===== src/counting_semaphore_unit_assert.svh =====
// assertion macros for the counting semaphore unit
`ifndef COUNTING_SEMAPHORE_UNIT_ASSERT_SVH
`define COUNTING_SEMAPHORE_UNIT_ASSERT_SVH
`ifndef SYNTHESIS
`define CSU_ASSERT(lbl, prop, msg) \
	lbl: assert property (@(posedge clk) disable iff (!arst_n) prop) else $error(msg);
`define CSU_ASSERT_ALWAYS(lbl, prop, msg) \
	lbl: assert property (@(posedge clk) prop) else $error(msg);
`else
`define CSU_ASSERT(lbl, prop, msg)
`define CSU_ASSERT_ALWAYS(lbl, prop, msg)
`endif
`endif


===== src/csu_pkg.sv =====
package csu_pkg;

	localparam int NUM_SEMS    = 16;
	localparam int QUEUE_DEPTH = 16;
	localparam int PID_BITS    = 8;

	localparam int CNT_BITS  = 16;
	localparam int SEM_BITS  = (NUM_SEMS > 1) ? $clog2(NUM_SEMS) : 1;
	localparam int QPTR_BITS = (QUEUE_DEPTH > 1) ? $clog2(QUEUE_DEPTH) : 1;
	localparam int FILL_BITS = $clog2(QUEUE_DEPTH + 1);
	localparam int MEM_DEPTH = NUM_SEMS * QUEUE_DEPTH;
	localparam int ADDR_BITS = (MEM_DEPTH > 1) ? $clog2(MEM_DEPTH) : 1;

	// command queue between front and back
	localparam int CQ_DEPTH    = 2;
	localparam int CQ_PTR_BITS = $clog2(CQ_DEPTH);
	localparam int CQ_CNT_BITS = $clog2(CQ_DEPTH + 1);

	localparam logic signed [CNT_BITS-1:0] COUNT_MAX = {1'b0, {(CNT_BITS-1){1'b1}}};
	localparam logic signed [CNT_BITS-1:0] COUNT_MIN = {1'b1, {(CNT_BITS-1){1'b0}}};

	typedef enum logic [1:0] {
		OP_CREATE = 2'd0,
		OP_WAIT   = 2'd1,
		OP_SIGNAL = 2'd2
	} op_code_t;

	typedef enum logic [3:0] {
		STAT_CREATED  = 4'd0,
		STAT_EXISTS   = 4'd1,
		STAT_ACQUIRED = 4'd2,
		STAT_BLOCKED  = 4'd3,
		STAT_UNKNOWN  = 4'd4,
		STAT_DEAD     = 4'd5,
		STAT_RELEASED = 4'd6,
		STAT_WOKE     = 4'd7,
		STAT_QFULL    = 4'd8
	} status_t;

	typedef enum logic [1:0] {
		CMD_CREATE,
		CMD_WAIT,
		CMD_SIGNAL,
		CMD_FIXED
	} cmd_kind_t;

	typedef struct packed {
		cmd_kind_t                   kind;
		status_t                     fixed_status;
		logic [SEM_BITS-1:0]         slot;
		logic [PID_BITS-1:0]         pid;
		logic signed [CNT_BITS-1:0]  init;
	} cmd_t;

	typedef enum logic [1:0] {
		BK_IDLE,
		BK_EXEC,
		BK_RESP
	} bk_state_t;

endpackage


===== src/csu_front.sv =====
module csu_front import csu_pkg::*; (
	input  logic                req_valid,
	output logic                req_stall,
	input  logic [1:0]          operation,
	input  logic [3:0]          sem_index,
	input  logic [7:0]          pid,
	input  logic signed [15:0]  init_value,
	input  logic                process_alive,
	input  logic                q_full,
	output logic                q_push,
	output cmd_t                q_cmd
);

	logic in_range;

	assign in_range  = (32'(sem_index) < NUM_SEMS);
	assign req_stall = q_full;
	assign q_push    = req_valid && !q_full;

	always_comb begin
		q_cmd.kind         = CMD_FIXED;
		q_cmd.fixed_status = STAT_UNKNOWN;
		q_cmd.slot         = SEM_BITS'(sem_index);
		q_cmd.pid          = PID_BITS'(pid);
		q_cmd.init         = CNT_BITS'(init_value);
		case (operation)
			OP_CREATE: begin
				if (in_range) q_cmd.kind = CMD_CREATE;
			end
			OP_WAIT: begin
				// a dead process is refused before the slot is looked at
				if (!process_alive) q_cmd.fixed_status = STAT_DEAD;
				else if (in_range) q_cmd.kind = CMD_WAIT;
			end
			OP_SIGNAL: begin
				if (in_range) q_cmd.kind = CMD_SIGNAL;
			end
			default: begin
				q_cmd.kind = CMD_FIXED;
			end
		endcase
	end

endmodule


===== src/csu_cmd_fifo.sv =====
module csu_cmd_fifo import csu_pkg::*; (
	input  logic  clk,
	input  logic  arst_n,
	input  logic  push,
	input  cmd_t  push_cmd,
	output logic  full,
	input  logic  pop,
	output logic  not_empty,
	output cmd_t  head_cmd
);

	cmd_t                   entry_q [CQ_DEPTH];
	logic [CQ_PTR_BITS-1:0] wr_ptr_q;
	logic [CQ_PTR_BITS-1:0] rd_ptr_q;
	logic [CQ_CNT_BITS-1:0] count_q;

	assign full      = (count_q == CQ_CNT_BITS'(CQ_DEPTH));
	assign not_empty = (count_q != '0);
	assign head_cmd  = entry_q[rd_ptr_q];

	always_ff @(posedge clk) begin
		if (push) entry_q[wr_ptr_q] <= push_cmd;
	end

	always_ff @(posedge clk or negedge arst_n) begin
		if (!arst_n) begin
			wr_ptr_q <= '0;
			rd_ptr_q <= '0;
			count_q  <= '0;
		end else begin
			if (push) begin
				wr_ptr_q <= (wr_ptr_q == CQ_PTR_BITS'(CQ_DEPTH - 1)) ? '0 : wr_ptr_q + 1'b1;
			end
			if (pop) begin
				rd_ptr_q <= (rd_ptr_q == CQ_PTR_BITS'(CQ_DEPTH - 1)) ? '0 : rd_ptr_q + 1'b1;
			end
			if (push && !pop) count_q <= count_q + 1'b1;
			else if (pop && !push) count_q <= count_q - 1'b1;
		end
	end

endmodule


===== src/csu_back.sv =====
module csu_back import csu_pkg::*; (
	input  logic        clk,
	input  logic        arst_n,
	input  logic        q_not_empty,
	input  cmd_t        q_cmd,
	output logic        q_pop,
	output logic        rsp_valid,
	input  logic        rsp_stall,
	output logic [3:0]  status,
	output logic [7:0]  woken_pid
);

	bk_state_t state_q, state_d;
	logic      out_load;

	cmd_t      cmd_s1;
	status_t   status_s2;

	logic                        exists_q [NUM_SEMS];
	logic signed [CNT_BITS-1:0]  count_q  [NUM_SEMS];
	logic [QPTR_BITS-1:0]        head_q   [NUM_SEMS];
	logic [QPTR_BITS-1:0]        tail_q   [NUM_SEMS];
	logic [FILL_BITS-1:0]        fill_q   [NUM_SEMS];

	logic [PID_BITS-1:0] wait_mem [MEM_DEPTH];
	logic [PID_BITS-1:0] mem_rd_q;

	logic                rsp_valid_q;
	status_t             status_q;
	logic [7:0]          woken_pid_q;

	// per-transaction working values
	logic                        exec_en;
	logic                        cur_exists;
	logic signed [CNT_BITS-1:0]  cur_count;
	logic [QPTR_BITS-1:0]        cur_head;
	logic [QPTR_BITS-1:0]        cur_tail;
	logic [FILL_BITS-1:0]        cur_fill;
	logic signed [CNT_BITS-1:0]  dec_count;
	logic signed [CNT_BITS-1:0]  inc_count;
	logic [QPTR_BITS-1:0]        head_inc;
	logic [QPTR_BITS-1:0]        tail_inc;
	logic [ADDR_BITS-1:0]        slot_base;

	status_t                     exec_status;
	logic                        upd_slot;
	logic                        new_exists;
	logic signed [CNT_BITS-1:0]  new_count;
	logic [QPTR_BITS-1:0]        new_head;
	logic [QPTR_BITS-1:0]        new_tail;
	logic [FILL_BITS-1:0]        new_fill;
	logic                        mem_we;
	logic [ADDR_BITS-1:0]        mem_addr;

	assign exec_en    = (state_q == BK_EXEC);
	assign cur_exists = exists_q[cmd_s1.slot];
	assign cur_count  = count_q[cmd_s1.slot];
	assign cur_head   = head_q[cmd_s1.slot];
	assign cur_tail   = tail_q[cmd_s1.slot];
	assign cur_fill   = fill_q[cmd_s1.slot];

	assign dec_count = (cur_count == COUNT_MIN) ? COUNT_MIN : cur_count - CNT_BITS'(1);
	assign inc_count = (cur_count == COUNT_MAX) ? COUNT_MAX : cur_count + CNT_BITS'(1);
	assign head_inc  = (cur_head == QPTR_BITS'(QUEUE_DEPTH - 1)) ? '0 : cur_head + 1'b1;
	assign tail_inc  = (cur_tail == QPTR_BITS'(QUEUE_DEPTH - 1)) ? '0 : cur_tail + 1'b1;
	assign slot_base = ADDR_BITS'(cmd_s1.slot) * ADDR_BITS'(QUEUE_DEPTH);

	always_comb begin
		exec_status = cmd_s1.fixed_status;
		upd_slot    = 1'b0;
		new_exists  = cur_exists;
		new_count   = cur_count;
		new_head    = cur_head;
		new_tail    = cur_tail;
		new_fill    = cur_fill;
		mem_we      = 1'b0;
		mem_addr    = slot_base + ADDR_BITS'(cur_head);
		case (cmd_s1.kind)
			CMD_CREATE: begin
				if (cur_exists) begin
					exec_status = STAT_EXISTS;
				end else begin
					exec_status = STAT_CREATED;
					upd_slot    = 1'b1;
					new_exists  = 1'b1;
					new_count   = cmd_s1.init;
					new_head    = '0;
					new_tail    = '0;
					new_fill    = '0;
				end
			end
			CMD_WAIT: begin
				if (!cur_exists) begin
					exec_status = STAT_UNKNOWN;
				end else if (dec_count < 0) begin
					if (cur_fill == FILL_BITS'(QUEUE_DEPTH)) begin
						exec_status = STAT_QFULL;
					end else begin
						exec_status = STAT_BLOCKED;
						upd_slot    = 1'b1;
						new_count   = dec_count;
						new_tail    = tail_inc;
						new_fill    = cur_fill + 1'b1;
						mem_we      = 1'b1;
						mem_addr    = slot_base + ADDR_BITS'(cur_tail);
					end
				end else begin
					exec_status = STAT_ACQUIRED;
					upd_slot    = 1'b1;
					new_count   = dec_count;
				end
			end
			CMD_SIGNAL: begin
				if (!cur_exists) begin
					exec_status = STAT_UNKNOWN;
				end else begin
					upd_slot  = 1'b1;
					new_count = inc_count;
					if (inc_count <= 0 && cur_fill != '0) begin
						// oldest waiter leaves the queue; its pid is read this cycle
						exec_status = STAT_WOKE;
						new_head    = head_inc;
						new_fill    = cur_fill - 1'b1;
					end else begin
						exec_status = STAT_RELEASED;
					end
				end
			end
			default: begin
				exec_status = cmd_s1.fixed_status;
			end
		endcase
	end

	always_ff @(posedge clk or negedge arst_n) begin
		if (!arst_n) begin
			for (int i = 0; i < NUM_SEMS; i++) begin
				exists_q[i] <= 1'b0;
				count_q[i]  <= '0;
				head_q[i]   <= '0;
				tail_q[i]   <= '0;
				fill_q[i]   <= '0;
			end
		end else if (exec_en && upd_slot) begin
			exists_q[cmd_s1.slot] <= new_exists;
			count_q[cmd_s1.slot]  <= new_count;
			head_q[cmd_s1.slot]   <= new_head;
			tail_q[cmd_s1.slot]   <= new_tail;
			fill_q[cmd_s1.slot]   <= new_fill;
		end
	end

	always_ff @(posedge clk) begin
		if (exec_en && mem_we) wait_mem[mem_addr] <= cmd_s1.pid;
	end

	always_ff @(posedge clk) begin
		if (exec_en) mem_rd_q <= wait_mem[mem_addr];
	end

	always_ff @(posedge clk) begin
		if (q_pop) cmd_s1 <= q_cmd;
		if (exec_en) status_s2 <= exec_status;
	end

	always_ff @(posedge clk or negedge arst_n) begin
		if (!arst_n) state_q <= BK_IDLE;
		else state_q <= state_d;
	end

	always_comb begin
		state_d  = state_q;
		q_pop    = 1'b0;
		out_load = 1'b0;
		case (state_q)
			BK_IDLE: begin
				if (q_not_empty) begin
					q_pop   = 1'b1;
					state_d = BK_EXEC;
				end
			end
			BK_EXEC: begin
				state_d = BK_RESP;
			end
			BK_RESP: begin
				if (!rsp_valid_q || !rsp_stall) begin
					out_load = 1'b1;
					if (q_not_empty) begin
						q_pop   = 1'b1;
						state_d = BK_EXEC;
					end else begin
						state_d = BK_IDLE;
					end
				end
			end
			default: begin
				state_d = BK_IDLE;
			end
		endcase
	end

	always_ff @(posedge clk or negedge arst_n) begin
		if (!arst_n) rsp_valid_q <= 1'b0;
		else if (out_load) rsp_valid_q <= 1'b1;
		else if (!rsp_stall) rsp_valid_q <= 1'b0;
	end

	always_ff @(posedge clk) begin
		if (out_load) begin
			status_q    <= status_s2;
			woken_pid_q <= (status_s2 == STAT_WOKE) ? 8'(mem_rd_q) : 8'd0;
		end
	end

	assign rsp_valid = rsp_valid_q;
	assign status    = status_q;
	assign woken_pid = woken_pid_q;

endmodule


===== src/counting_semaphore_unit.sv =====
// counting semaphore table with a fifo wait queue per slot
// request channel: req_valid/req_stall carry operation, sem_index, pid,
// init_value and process_alive; a transaction is taken when req_valid is
// high and req_stall low
// response channel: rsp_valid/rsp_stall carry status and woken_pid, one
// response for every request, in request order
// a request is classified on entry and parked in a two-entry command queue;
// the execution side reads and updates the slot state and reads the wait
// store in the EXEC state and registers the status, then loads the response
// registers in the RESP state once the response side is not stalled
// the back end works on one command at a time: it pops the next only as it
// loads the previous response, which leaves room for the read-modify-write of
// the slot state plus the registered read of the wait store
// while rsp_stall is high the response holds; the command queue then fills
// and req_stall rises until the response is taken
// reset clears the existence marks, counts and queue pointers at once; the
// wait store holds no reset value and its read data is only used where written
`include "counting_semaphore_unit_assert.svh"

module counting_semaphore_unit import csu_pkg::*; (
	input  logic                clk,
	input  logic                arst_n,
	input  logic                req_valid,
	output logic                req_stall,
	input  logic [1:0]          operation,
	input  logic [3:0]          sem_index,
	input  logic [7:0]          pid,
	input  logic signed [15:0]  init_value,
	input  logic                process_alive,
	output logic                rsp_valid,
	input  logic                rsp_stall,
	output logic [3:0]          status,
	output logic [7:0]          woken_pid
);

	logic q_push;
	logic q_full;
	logic q_pop;
	logic q_not_empty;
	cmd_t push_cmd;
	cmd_t head_cmd;

	csu_front u_front (
		.req_valid     (req_valid),
		.req_stall     (req_stall),
		.operation     (operation),
		.sem_index     (sem_index),
		.pid           (pid),
		.init_value    (init_value),
		.process_alive (process_alive),
		.q_full        (q_full),
		.q_push        (q_push),
		.q_cmd         (push_cmd)
	);

	csu_cmd_fifo u_fifo (
		.clk       (clk),
		.arst_n    (arst_n),
		.push      (q_push),
		.push_cmd  (push_cmd),
		.full      (q_full),
		.pop       (q_pop),
		.not_empty (q_not_empty),
		.head_cmd  (head_cmd)
	);

	csu_back u_back (
		.clk         (clk),
		.arst_n      (arst_n),
		.q_not_empty (q_not_empty),
		.q_cmd       (head_cmd),
		.q_pop       (q_pop),
		.rsp_valid   (rsp_valid),
		.rsp_stall   (rsp_stall),
		.status      (status),
		.woken_pid   (woken_pid)
	);

	`CSU_ASSERT(a_wake_only_on_woke, rsp_valid && (status != STAT_WOKE) |-> woken_pid == 8'd0, "woken pid set without a wake")
	`CSU_ASSERT(a_pop_spacing, q_pop |=> !q_pop, "command queue popped on consecutive cycles")
	`CSU_ASSERT_ALWAYS(a_reset_quiet, !arst_n |-> !rsp_valid, "response valid during reset")

endmodule


===== config.mk =====
export PLATFORM = sky130hd
export DESIGN_NAME = counting_semaphore_unit
export DESIGN_NICKNAME = d
export VERILOG_FILES = /design/src/csu_pkg.sv /design/src/csu_front.sv /design/src/csu_cmd_fifo.sv /design/src/csu_back.sv /design/src/counting_semaphore_unit.sv
export VERILOG_INCLUDE_DIRS = /design/src /design/src/src
export SDC_FILE = /design/constraint.sdc
export NUM_CORES = 2
export LEC_CHECK = 0
export ABC_AREA = 1
export BUFFER_PORTS_ARGS = -buffer_cell sky130_fd_sc_hd__buf_2
export CAP_MARGIN = 30
export CELL_PAD_IN_SITES_DETAIL_PLACEMENT = 0
export CELL_PAD_IN_SITES_GLOBAL_PLACEMENT = 1
export CORE_UTILIZATION = 25
export CTS_CLUSTER_SIZE = 20
export DETAILED_ROUTE_END_ITERATION = 8
export PLACE_DENSITY = 0.54
export SLEW_MARGIN = 20
export SYNTH_ARGS = -nofsm -noshare
export SYNTH_HDL_FRONTEND = slang
export SYNTH_SLANG_ARGS = --single-unit

===== constraint.sdc =====
create_clock -name clk -period 5.93 [get_ports clk]
set_input_delay 0.2965 -clock clk [delete_from_list [all_inputs] [get_ports clk]]
set_output_delay 0.2965 -clock clk [all_outputs]
set_load 0.03 [all_outputs]

## After elaboration in Yosys (flattened, before gate mapping)

Memory sizes are Yosys's and may differ from the RTL's. A register that Yosys moved wholly into a read port is not among the register bits.
Cells that the tools add are included.

- Memories kept: 2
- Register bits: 503
- RAM bits: 2116
- Output and inout port bits: 14

- Equality and inequality tests: 16
- Mux-type cells: 98
- Reduce and logical (&&, ||, !) cells: 20
- Order comparisons: 4
- $add $sub $neg: 12
- Bitwise gates (word level): 1

Memory list:

| memory | words | width | rd ports | clocked after Yosys merged registers in | write ports | line | text |
|---|---|---|---|---|---|---|---|
| u_back.wait_mem | 256 | 8 | 1 | 1 | 1 | csu_back.sv:25 | `logic [PID_BITS-1:0] wait_mem [MEM_DEPTH];` |
| u_fifo.entry_q | 2 | 34 | 1 | 1 | 1 | csu_cmd_fifo.sv:12 | `cmd_t entry_q [CQ_DEPTH];` |

Operators with widths:

| cell | number |
|---|---|
| 256-bit bitwise mux | 1 |
| 16-bit 2-to-1 mux | 10 |
| 64-bit bitwise mux | 2 |
| 80-bit bitwise mux | 1 |
| 4-bit 2-to-1 mux | 19 |
| 16-bit binary-select mux with 4-bit select | 1 |
| 16-bit demux with 4-bit select | 1 |
| 16-bit case mux with 3 select lines | 1 |
| 5-bit 2-to-1 mux | 9 |
| 4-bit binary-select mux with 4-bit select | 2 |
| 16-bit == test, second input constant | 2 |
| 8-bit 2-to-1 mux | 4 |
| 1-bit 2-to-1 mux | 28 |
| 5-bit binary-select mux with 4-bit select | 1 |
| 5-bit demux with 4-bit select | 1 |
| 16-bit by 2-bit adder with 16-bit output, second input constant | 1 |
| 8-bit by 4-bit adder with 8-bit output | 2 |
| 16-bit bitwise mux | 1 |
| 4-bit demux with 4-bit select | 1 |
| 16-bit by 1-bit <= comparator with 1-bit output, second input constant | 1 |
| 16-bit by 1-bit less-than comparator with 1-bit output, second input constant | 1 |
| 4-bit case mux with 2 select lines | 2 |
| 16-bit by 2-bit subtractor with 16-bit output, second input constant | 1 |
| 5-bit case mux with 3 select lines | 1 |
| other kinds (30) | 57 |

## Longest topological paths before layout

- Word-level depth: 13
- Gate-level depth with buffers: 34

## Hierarchy

Synthesis repeated with hierarchy kept, for this count alone.

- Cells, all modules: 11908
- Area total of the unflattened synthesis: 115313.1 µm²

By module, submodules not included:

| module | instances | cells each | area each (µm²) |
|---|---|---|---|
| csu_back | 1 | 11735 | 112221.4 |
| csu_cmd_fifo | 1 | 131 | 2811.4 |
| csu_front | 1 | 42 | 280.3 |

## Worst setup path after synthesis

Ideal clock, no wire load.

- Path type: register -> register
- From: register u_back.cmd_s1[24] (netlist name)
- To: memory u_back.wait_mem[223][0] (enable)
- Cell stages (with the launch flop): 26
- Path buffers: 9
- Data arrival time: 4.432 ns
- Required time: 5.560 ns
- Path slack: 1.127 ns
- Library setup time: 0.370 ns
- Path through: edfxtp_1 -> buf_6 -> nor2_2 -> buf_2 -> buf_1 -> clkbuf_1 -> clkbuf_1 -> a22oi_1 -> nand2_1 -> nand2_1 -> nand4_1 -> inv_1 -> ha_1 -> nand3_1 -> nor2_1 -> inv_2 -> nand3_4 -> buf_6 -> o21ai_2 -> inv_2 -> nor2_2 -> buf_2 -> buf_4 -> nand2_1 -> clkbuf_1 -> nor2_1

- Longest elaborated chain between the ends: 13
- Elaborated cells on any way between the ends: 34

RTL lines:

| item | line | text |
|---|---|---|
| 4-bit inverter with 5-bit output (not written as such) | -- |  |
| 16-bit binary-select mux with 4-bit select | csu_back.sv:57 | `assign cur_count = count_q[cmd_s1.slot];` |
| 16-bit 2-to-1 mux (not written as such) (2 in a row) | csu_back.sv:57 |  |
| 16-bit by 2-bit subtractor with 16-bit output or 16-bit == test (tied branches) | csu_back.sv:62 | `assign dec_count = (cur_count == COUNT_MIN) ? COUNT_MIN : cur_count - CNT_BITS'(1);` |
| 16-bit 2-to-1 mux | csu_back.sv:62 |  |
| 16-bit by 1-bit less-than comparator with 1-bit output | csu_back.sv:95 | `end else if (dec_count < 0) begin` |
| 1-bit 2-to-1 mux | csu_back.sv:95 |  |
| 1-bit 2-to-1 mux | csu_back.sv:93 | `if (!cur_exists) begin` |
| 1-bit 2-to-1 mux | csu_back.sv:78 | `case (cmd_s1.kind)` |
| 1-bit logical AND | csu_back.sv:154 | `if (exec_en && mem_we) wait_mem[mem_addr] <= cmd_s1.pid;` |
| 1-bit 2-to-1 mux | csu_back.sv:154 |  |
| 1-bit 2-to-1 mux (not written as such) | csu_back.sv:154 |  |
| end, declared | csu_back.sv:25 |  |

Several ways; a longest one is shown, not always the timed one. The select of a mux whose other input is x is not followed.

## Worst setup path in the final report

- From: register u_back.cmd_s1[25] (netlist name)
- To: memory u_back.wait_mem[188][4] (enable)

- Longest elaborated chain between the ends: 13
- Elaborated cells on any way between the ends: 34

RTL lines:

| item | line |
|---|---|
| 4-bit inverter with 5-bit output (not written as such) | -- |
| 16-bit binary-select mux with 4-bit select | csu_back.sv:57 |
| 16-bit 2-to-1 mux (not written as such) (2 in a row) | csu_back.sv:57 |
| 16-bit by 2-bit subtractor with 16-bit output or 16-bit == test (tied branches) | csu_back.sv:62 |
| 16-bit 2-to-1 mux | csu_back.sv:62 |
| 16-bit by 1-bit less-than comparator with 1-bit output | csu_back.sv:95 |
| 1-bit 2-to-1 mux | csu_back.sv:95 |
| 1-bit 2-to-1 mux | csu_back.sv:93 |
| 1-bit 2-to-1 mux | csu_back.sv:78 |
| 1-bit logical AND | csu_back.sv:154 |
| 1-bit 2-to-1 mux | csu_back.sv:154 |
| 1-bit 2-to-1 mux (not written as such) | csu_back.sv:154 |

Several ways; a longest one is shown, not always the timed one. The select of a mux whose other input is x is not followed.

==> out/qor.yml <==
run_status:
  status: "complete, no violations"
sta:
  setup_ws_ns: 0.310
  rsz0062_at_grt: "no"
  max_freq_ghz: 0.178
  period_share_pct: 94.8
  setup_violations: 0
  skew_ns: 0.111
  tns_ns: 0
  drv_slew: 0
  slew_headroom_pct: 24.8
  hold_violations: 0
  hold_slack_ns: 0.0447
  period_needed_ns: 5.62
  tightest_slew_ns: 1.13
clocking:
  clk_pin_slew_ns: 0.06
  cts-buffers-inserted: 316
  h-tree-depth: 5
  cts_tree: "built"
  root_buffer: "clkbuf_16"
  clk_latency_ns: 0.95
  post_cts_buffers: 0
  cts_buffer_depth: 4
  cts.sinks: 2652
yosys:
  synth.area.top_cells: "edfxtp_1 57%, nand2_1 22%, dfrtp_1 11%, nor2_1 1.9%, buf_2 1.6%"
  synth_top_area_share_pct: 57.2
  syn-num-nets: 11700
  yosysSeqAreaShare_pct: 67.9
  yosys_warnings: 0
  ys_ff_latch: 2652
  syn-cell-area_sq_um: 114000
  ys_types: 51
  syn-instance-count: 11700
  syn_area_per_cell_sq_um: 9.76
  yosys.area.top_type: "edfxtp_1"
finish:
  final_area_sq_um: 136000
  area_growth_pct: 19.9
  layout.nets: 12200
  drive_gt1_share_pct: 10.7
floorplan:
  io_pins: 49
  die_w_microns: 677
  num_rows: 247
  coreArea_sq_um: 453000
  die_h_microns: 677
  fp.dieArea_sq_um: 458000
  initial_core_util_pct: 25.1
routing:
  num_vias: 81100
  wire_per_inst_microns: 22.0
  detail-route-antenna-nets: 0
  drt_iter0_drc: 7222
  viasPerCell: 4.41
  wl_microns: 405000
  drtPass1Iterations: 6
  drc: 0
setup_path:
  cp-end-kind: "flip-flop"
  cp-start-kind: "flip-flop"
  cp_data_required_time_ns: 6.56
  r2r_cells: 20
  path_max_fanout: 17
  worst-endpoint-arrival_ns: 6.25
  r2r_setup_slack_ns: 0.31
  worstSetupPathType: "flip-flop to flip-flop"
global_route:
  antenna_found_initial: 22
  grt_pass1_vias: 78900
  grt.overflow.total: 0
  grt_pass1_wl_microns: 582000
  grt_max_degree: 158
  track_usage_pct: 17.2
power:
  pwr-share-seq_pct: 40.3
  p_int_w: 0.0388
  p_sw_w: 0.0211
  cellPowerDensity_nw_per_um2: 439
  combPwrFrac_pct: 27.0
  clkPwrFrac_pct: 32.7
  p_leak_nw: 56.1
  ir_worst_vdd_uv: 372
  switching_share_pct: 35.2
  finalPower_w: 0.0598
min_path:
  hold_path_class: "input pin to asynchronous set/reset pin"
placed_design:
  dp_hpwl_microns: 247000
  io_buffers: 48
  gp_congestion: 0.801
  preCtsSetupSlack_ns: -0.0351
  dpl_cell_area_sq_um: 126000
job:
  cap_violations: 0
final cells by class:
class                           count  area, sq um
Fill cell                       47100       316000
Sequential cell                  2652        77200
Tap cell                         5976         7480
Clock inverter                    168         1780
Antenna cell                        5         12.5
Inverter                          231          875
Timing Repair Buffer              808         7590
Multi-Input combinational cell   8146        32900
Clock buffer                      408         8500
power groups by stage:
stage | sequential (W) | clock, W | combinational (W)
global placement | 0.0245 | 0 | 0.0163
global route | 0.0242 | 0.0206 | 0.0175
CTS | 0.0241 | 0.0200 | 0.0164
detailed placement | 0.0245 | 0 | 0.0163
floorplan | 0.0257 | 0 | 0.00704
finish | 0.0241 | 0.0195 | 0.0162
sequential cells by signal (all words and copies together) (netlist names):
signal	flops
u_back.cmd_s1	31
u_back.count_q	256
u_back.exists_q	16
u_back.fill_q	80
u_back.head_q	64
u_back.mem_rd_q	8
u_back.rsp_valid	1
u_back.state_q	2
u_back.status	4
u_back.status_s2	4
u_back.tail_q	64
u_back.wait_mem	2048
u_back.woken_pid	8
u_fifo.count_q	2
u_fifo.entry_q	62
u_fifo.rd_ptr_q	1
u_fifo.wr_ptr_q	1
per-layer routing:
metal	vias up	global-route usage (%)	part of all wire, %
met5	-	0	0
met1	39900	24.2	46
met4	0	4.00	2.3
met2	1765	28.3	47
li1	39000	-	-
met3	463	1.84	4.4
final timing paths:
| path | end | start |
|---|---|---|
| setup / recovery | u_back.wait_mem[188][4]$_DFFE_PP_ | u_back.cmd_s1[25]$_DFFE_PP_ |
| hold / removal | u_back.head_q[48]$_DFFE_PN0P_ | arst_n |
| setup reg to reg | u_back.wait_mem[188][4]$_DFFE_PP_ | u_back.cmd_s1[25]$_DFFE_PP_ |
| hold reg to reg | u_back.exists_q[11]$_DFFE_PN0P_ | u_back.exists_q[11]$_DFFE_PN0P_ |
| max in group asynchronous | u_back.count_q[118]$_DFFE_PN0P_ | arst_n |
| min in group clk | u_fifo.wr_ptr_q$_DFFE_PN0P_ | req_valid |
metrics by stage:
step                      util, %  cells
final                        30.1  18400
after detailed placement     27.7  17800
after global routing         30.1  18400
after floorplan                 -  11700
after global placement       27.7  17800
after CTS                    30.1  18400
cell families after synthesis:
logic type | after synthesis | synth area share, %
buf+inv | 860 | 3.44
simple gates | 7503 | 25.4
xor+xnor | 24 | 0.185
flops | 2652 | 67.9
fa+ha+maj | 7 | 0.0770
compound gates | 612 | 3.08
synth_stat cells (all sizes together):
| master | number |
|---|---|
| o211ai | 9 |
| nor4 | 3 |
| nor3 | 15 |
| o22ai | 41 |
| clkinv | 11 |
| o221ai | 10 |
| xnor2 | 1 |
| or4 | 1 |
| or2 | 2 |
| dfrtp | 487 |
| o31ai | 1 |
| xor2 | 23 |
| nor2 | 593 |
| nand4 | 29 |
| o21ai | 411 |
| o311ai | 3 |
| or3 | 1 |
| o21a | 3 |
| a31oi | 2 |
| a22oi | 75 |
| o21bai | 1 |
| nand2 | 6563 |
| a32oi | 1 |
| nand3b | 3 |
| nand3 | 293 |
| edfxtp | 2165 |
| inv | 220 |
| a221oi | 9 |
| clkbuf | 206 |
| a21oi | 40 |
| ha | 7 |
| buf | 423 |
| o2111ai | 6 |
layout by cell type, fill, tap and decap left out, types with 24 or more instances in the layout:
cell type / count
edfxtp_1: 2165
clkbuf_1: 75
nand3_1: 290
buf_12: 117
nor2_1: 544
inv_1: 201
nand4_1: 28
a21oi_1: 37
o21ai_0: 341
dlygate4sd3_1: 37
clkinv_1: 72
buf_4: 600
clkinv_2: 43
o21ai_1: 62
nand2_2: 26
bufinv_16: 31
nor2_4: 24
o22ai_1: 40
buf_2: 47
clkbuf_16: 323
nand2_1: 6533
a22oi_1: 75
dfrtp_1: 487
repair_timing:
item	CTS	global route
gates cloned	0	0
resized for setup	1	18
endpoints found under the setup margin	1	43
endpoints found under the hold margin	172	0
hold buffers	37	0
critical path, stage by stage (launching register included):
cell	delay (ns)
edfxtp_1	0.51
inv_2	0.13
nor2_4	0.40
buf_4	0.32
inv_2	0.22
o22ai_1	0.16
o21ai_0	0.12
nand4_1	0.24
nand2_1	0.11
nor2_1	0.34
nand3_4	0.24
buf_4	0.23
o21ai_2	0.35
inv_2	0.12
nor2_4	0.27
buf_12	0.24
buf_4	0.18
nand2_2	0.26
buf_4	0.35
nor2_1	0.24
buf_4	0.22
No activity file was read; power rests on OpenSTA's default activity.
